**config.mk**
```make
export PLATFORM = sky130hd
export DESIGN_NAME = psieve_ram
export DESIGN_NICKNAME = d
export VERILOG_FILES = /design/src/hw/rtl/psieve_ram.sv
export SDC_FILE = /design/constraint.sdc
export NUM_CORES = 1
export LEC_CHECK = 0
export ABC_AREA = 1
export BUFFER_PORTS_ARGS = -buffer_cell sky130_fd_sc_hd__buf_2
export CORE_UTILIZATION = 30
export CTS_CLUSTER_DIAMETER = 120
export DETAILED_ROUTE_END_ITERATION = 8
export PLACE_DENSITY = 0.42
export SYNTH_ARGS = -nofsm -noshare
export SYNTH_HDL_FRONTEND = slang
export SYNTH_SLANG_ARGS = --single-unit
```
**constraint.sdc**
```tcl
create_clock -name i_clk -period 1.5 [get_ports i_clk]
set_input_delay 0.15 -clock i_clk [delete_from_list [all_inputs] [get_ports i_clk]]
set_output_delay 0.15 -clock i_clk [all_outputs]
set_load 0.01 [all_outputs]
```
**src/hw/rtl/psieve_ram.sv**
```systemverilog
`timescale 1ns / 1ps

module psieve_ram #(
    parameter int W = 1,
    parameter int D = 1024
) (
    input  logic                 i_clk,
    input  logic                 i_we,
    input  logic [$clog2(D)-1:0] i_waddr,
    input  logic [W-1:0]         i_wdata,
    input  logic [$clog2(D)-1:0] i_raddr,
    output logic [W-1:0]         o_rdata
);

    logic [W-1:0] r_mem [D];
    logic [W-1:0] r_rdata;

    always_ff @(posedge i_clk) begin
        if (i_we) begin
            r_mem[i_waddr] <= i_wdata;
        end
        r_rdata <= r_mem[i_raddr];
    end

    assign o_rdata = r_rdata;

endmodule

```
# Word-level counts from Yosys, hierarchy flattened
# Memory sizes are Yosys's and may differ from the RTL's. A register that Yosys moved wholly into a read port is not among the register bits.
# Index checks and enable logic that the tools add are counted.
dict set report totals {
  register_bits 0
  mem_bits_ro 0
  ram_bits 1024
  mem_count 1
  latchBits 0
  output_inout_bits 1
}
# name depth word_bits rd rd_clocked_by_memory_dff wr line_no
set mem_list {}
lappend mem_list {r_mem 1024 1 1 1 1 15} ;# logic [W-1:0] r_mem [D];
dict set report op_classes {
  multipliers 0
  muxes 2
  shifts 0
  div_mod_pow 0
  addsub 0
  eq_ne 0
  reduce_logical 0
  bitwise_logic 0
  n_lt_le_gt_ge 0
}
# op n
set ops {}
lappend ops {{2-to-1 mux 1 bit} 2}

# Logic depth before layout (Yosys ltp)
dict set report logic_depth {
  ltp_word 2
  mapped_depth 16
}

# Worst setup path before layout
# OpenSTA, ideal clock, no wires.
dict set report synth_timing {
  kind {in2reg}
  from {in i_we}
  to {mem r_mem[800], enable pin}
  arrival_time_ps 1302
  setup_ps 300
  required_time_ps 1200
  slack_ps -102
  stages 5
  n_path_buf 3
  cell_sequence {clkbuf_1 buf_1 nand3_1 clkbuf_1 nor2_1}
}
dict set report synth_via {
  elab_chain_len 2
}
# item line_no
set synth_lines {}
lappend synth_lines {{start: declaration} 8} ;# input logic i_we,
lappend synth_lines {{2-to-1 mux 1 bit} 19} ;# if (i_we) begin
lappend synth_lines {{2-to-1 mux 1 bit (implied by the code)} 20} ;# r_mem[i_waddr] <= i_wdata;
lappend synth_lines {{end: declaration} 15}
# Every way passes these cells.

==> metrics.yaml <==
power:
  p_sw_w: 0.0156
  intPower_w: 0.0494
  power.leakage_nw: 19.6
  share_seq_of_total_power: 0.485
  ir_drop_mv: 1.06
  total_power_w: 0.0650
  power_frac_comb: 0.083
  powerDensity_nw_per_um2: 1130
  netSwitchingFraction: 0.240
  clockPowerShare: 0.433
sta:
  max_slew_margin: 0.649
  skew_ns: 0.0486
  whs_ns: -0.167
  maxSlewViolCount: 0
  worst_slack_ns: -0.0330
  rsz0062_at_grt: "yes"
  fin_crit_ns: 1.53
  timing.fmax_ghz: 0.652
  finalSetupViolCount: 1
  final.period_utilization: 1.02
  setup-tns-final_ns: -0.0330
  worst_pin_slew_ns: 0.527
  final-hold-violation-count: 1
final_layout:
  antenna_cells: 0
  syn_to_final_growth_pct: 23.6
  nets: 4902
  drive_gt1_frac: 0.166
  fin_cells: 7005
clocking:
  cts_sinks: 1025
  htree_levels: 3
  cts.path.max_buffers: 3
  postCtsSetupRepairBufs: 0
  clock_latency_ns: 0.76
  cts_buffers: 116
  cts-hold-fix-buffers: 3
  clk_pin_slew_ns: 0.06
  cts_tree: "built"
  cts_root_buf: "clkbuf_16"
route:
  drc_errors: 0
  antenna_left: 0
  drt-vias-per-instance: 5.04
  drt-initial-drc-count: 3509
  firstDrtPassIters: 5
  wl_per_cell_um: 23.8
  num_vias: 35334
  wirelength_um: 167000
floorplan:
  die_h_um: 395
  dieArea_um2: 156000
  ios: 24
  rows: 143
  die_w_um: 395
  initial_core_util: 0.304
  core_area_um2: 153000
critical_path:
  r2r_slack_ns: -0.03
  worstSetupPathType: "flop to flop"
  crit_fanout: 1
  start_kind: "flop"
  rr_startpoint: "r_mem[743]"
  worstSetupEndpointType: "flop"
  required_ns: 2.16
  worstRegToRegCells: 12
  crit_arrival_ns: 2.19
  reg2reg_to: "o_rdata"
min_path:
  min-delay-start: "i_raddr[8]"
  whs_path_depth: 4
  min_path_type: "input port to flop"
  whs_endpoint: "o_rdata"
yosys:
  syn_inst: 4679
  synth_nets: 4702
  synth_area_per_cell_um2: 9.91
  ys_async_sr_fraction: 0
  yosys_warnings: 0
  yosys_most_used_dff: "edfxtp_1"
  synth_area_um2: 46400
  yosysSeqAreaShare: 0.663
  ys_ff_latch: 1025
  synth_cell_types: 17
  synth_edf_count: 1024
run_status:
  failed_checks: "hold timing, setup timing"
  status: "finished, violations left"
place:
  hpwl_um: 102000
  dp_slack_ns: -0.874
  dp.cells: 6788
  gp_congestion: 0.794
  numPortBuffers: 23
grt:
  grt_pass1_wl_um: 242000
  grtUsageTotal: 0.211
  grt-ovfl-total: 0
  grt_pass1_vias: 34663
  grt_max_degree: 118
  antenna_found_initial: 4
flow_run:
  maxCapViolCount: 0
## worst max-delay path by stage
stage / cells past startpoint / to / from / slack (ns)
floorplan: 8 / r_mem[188] / i_waddr[2] / -0.03
global placement: 16 / o_rdata / i_raddr[0] / -0.91
detailed placement: 16 / o_rdata / i_raddr[0] / -0.87
CTS: 12 / o_rdata / r_mem[805] / -0.03
global route: 12 / o_rdata / r_mem[719] / -0.12
finish: 12 / o_rdata / r_mem[743] / -0.03
## area by class of cell
| type | instances | area (um2) |
|---|---|---|
| flip-flops and latches | 1025 | 30800 |
| multi-input cells | 3196 | 14300 |
| inverters | 46 | 214 |
| well taps | 2030 | 2540 |
| clock inverters | 53 | 541 |
| repair buffers | 494 | 5800 |
| fillers | 15405 | 95400 |
| clock buffers | 161 | 3130 |
## through the flow
step / utilization / cell area [um2]
after floorplan: - / 46400
after global placement: 0.345 / 52700
after detailed placement: 0.345 / 52700
after CTS: 0.373 / 57100
after global routing: 0.375 / 57400
final: 0.375 / 57400
## state kept, by name, indices dropped and copies added (netlist names)
register and cells:
o_rdata 1, r_mem 1024
## placed cells by master (no fill, tap or decap), types with 3 or more instances in the layout
master,count
buf_12,167
buf_2,17
buf_4,299
buf_6,5
buf_8,3
bufinv_16,9
clkbuf_1,41
clkbuf_16,118
clkinv_1,23
clkinv_2,13
dlygate4sd3_1,3
edfxtp_1,1024
inv_1,40
nand2_1,1074
nand2_2,26
nand3_1,883
nand3_2,110
nand3_4,28
nand4_1,7
nor2_1,1031
nor2_2,11
nor3_1,21
nor3_2,3
## critical path, cell delays in order (launching register included)
cell and delay [ns]:
edfxtp_1 0.36, nand2_1 0.10, nand3_1 0.10, nand3_2 0.09, nand3_2 0.10, nand3_4 0.13, nand3_2 0.08, nand3_2 0.11
nand2_4 0.09, nand2_1 0.08, nand3_2 0.07, nand3_2 0.07, nand2_1 0.05
## layer usage
layer / wire (um) / share of wire / track usage
met1: 76300 / 0.46 / 0.300
met2: 77800 / 0.47 / 0.339
met3: 9500 / 0.057 / 0.0265
met4: 3190 / 0.019 / 0.0527
met5: 0 / 0 / 0
## power by group through the flow
stage               logic (W)  registers [W]  clock network (W)
floorplan             0.00223         0.0321                  0
global placement      0.00510         0.0321                  0
detailed placement    0.00509         0.0321                  0
CTS                   0.00534         0.0315             0.0288
global route          0.00576         0.0315             0.0298
finish                0.00537         0.0315             0.0281
## timing repair
item                                    4_1_cts  5_1_grt
endpoints found under the hold margin       126        1
resized for setup                           126       61
endpoints found under the setup margin        2       90
pin swaps                                    53       31
## cell usage after synthesis, types with 7 or more instances
cell type | number | share of area
clkbuf_1 | 196 | 0.016
nor2_1 | 1042 | 0.084
buf_2 | 123 | 0.013
nor3_1 | 22 | 0.0024
edfxtp_1 | 1024 | 0.66
nand3_1 | 1021 | 0.11
nand2_1 | 1102 | 0.089
buf_4 | 7 | 0.0011
inv_1 | 42 | 0.0034
buf_1 | 35 | 0.0028
nand4_1 | 7 | 0.00094
buf_6 | 50 | 0.012
## cell families (layout without fill, tap and decap cells)
group,Yosys count,count (layout),share of synthesized area
DFF,1025,1025,0.663
and+or+nand+nor,3196,3196,0.287
buffers and inverters,458,754,0.0494
No activity file was read; power rests on OpenSTA's default activity.
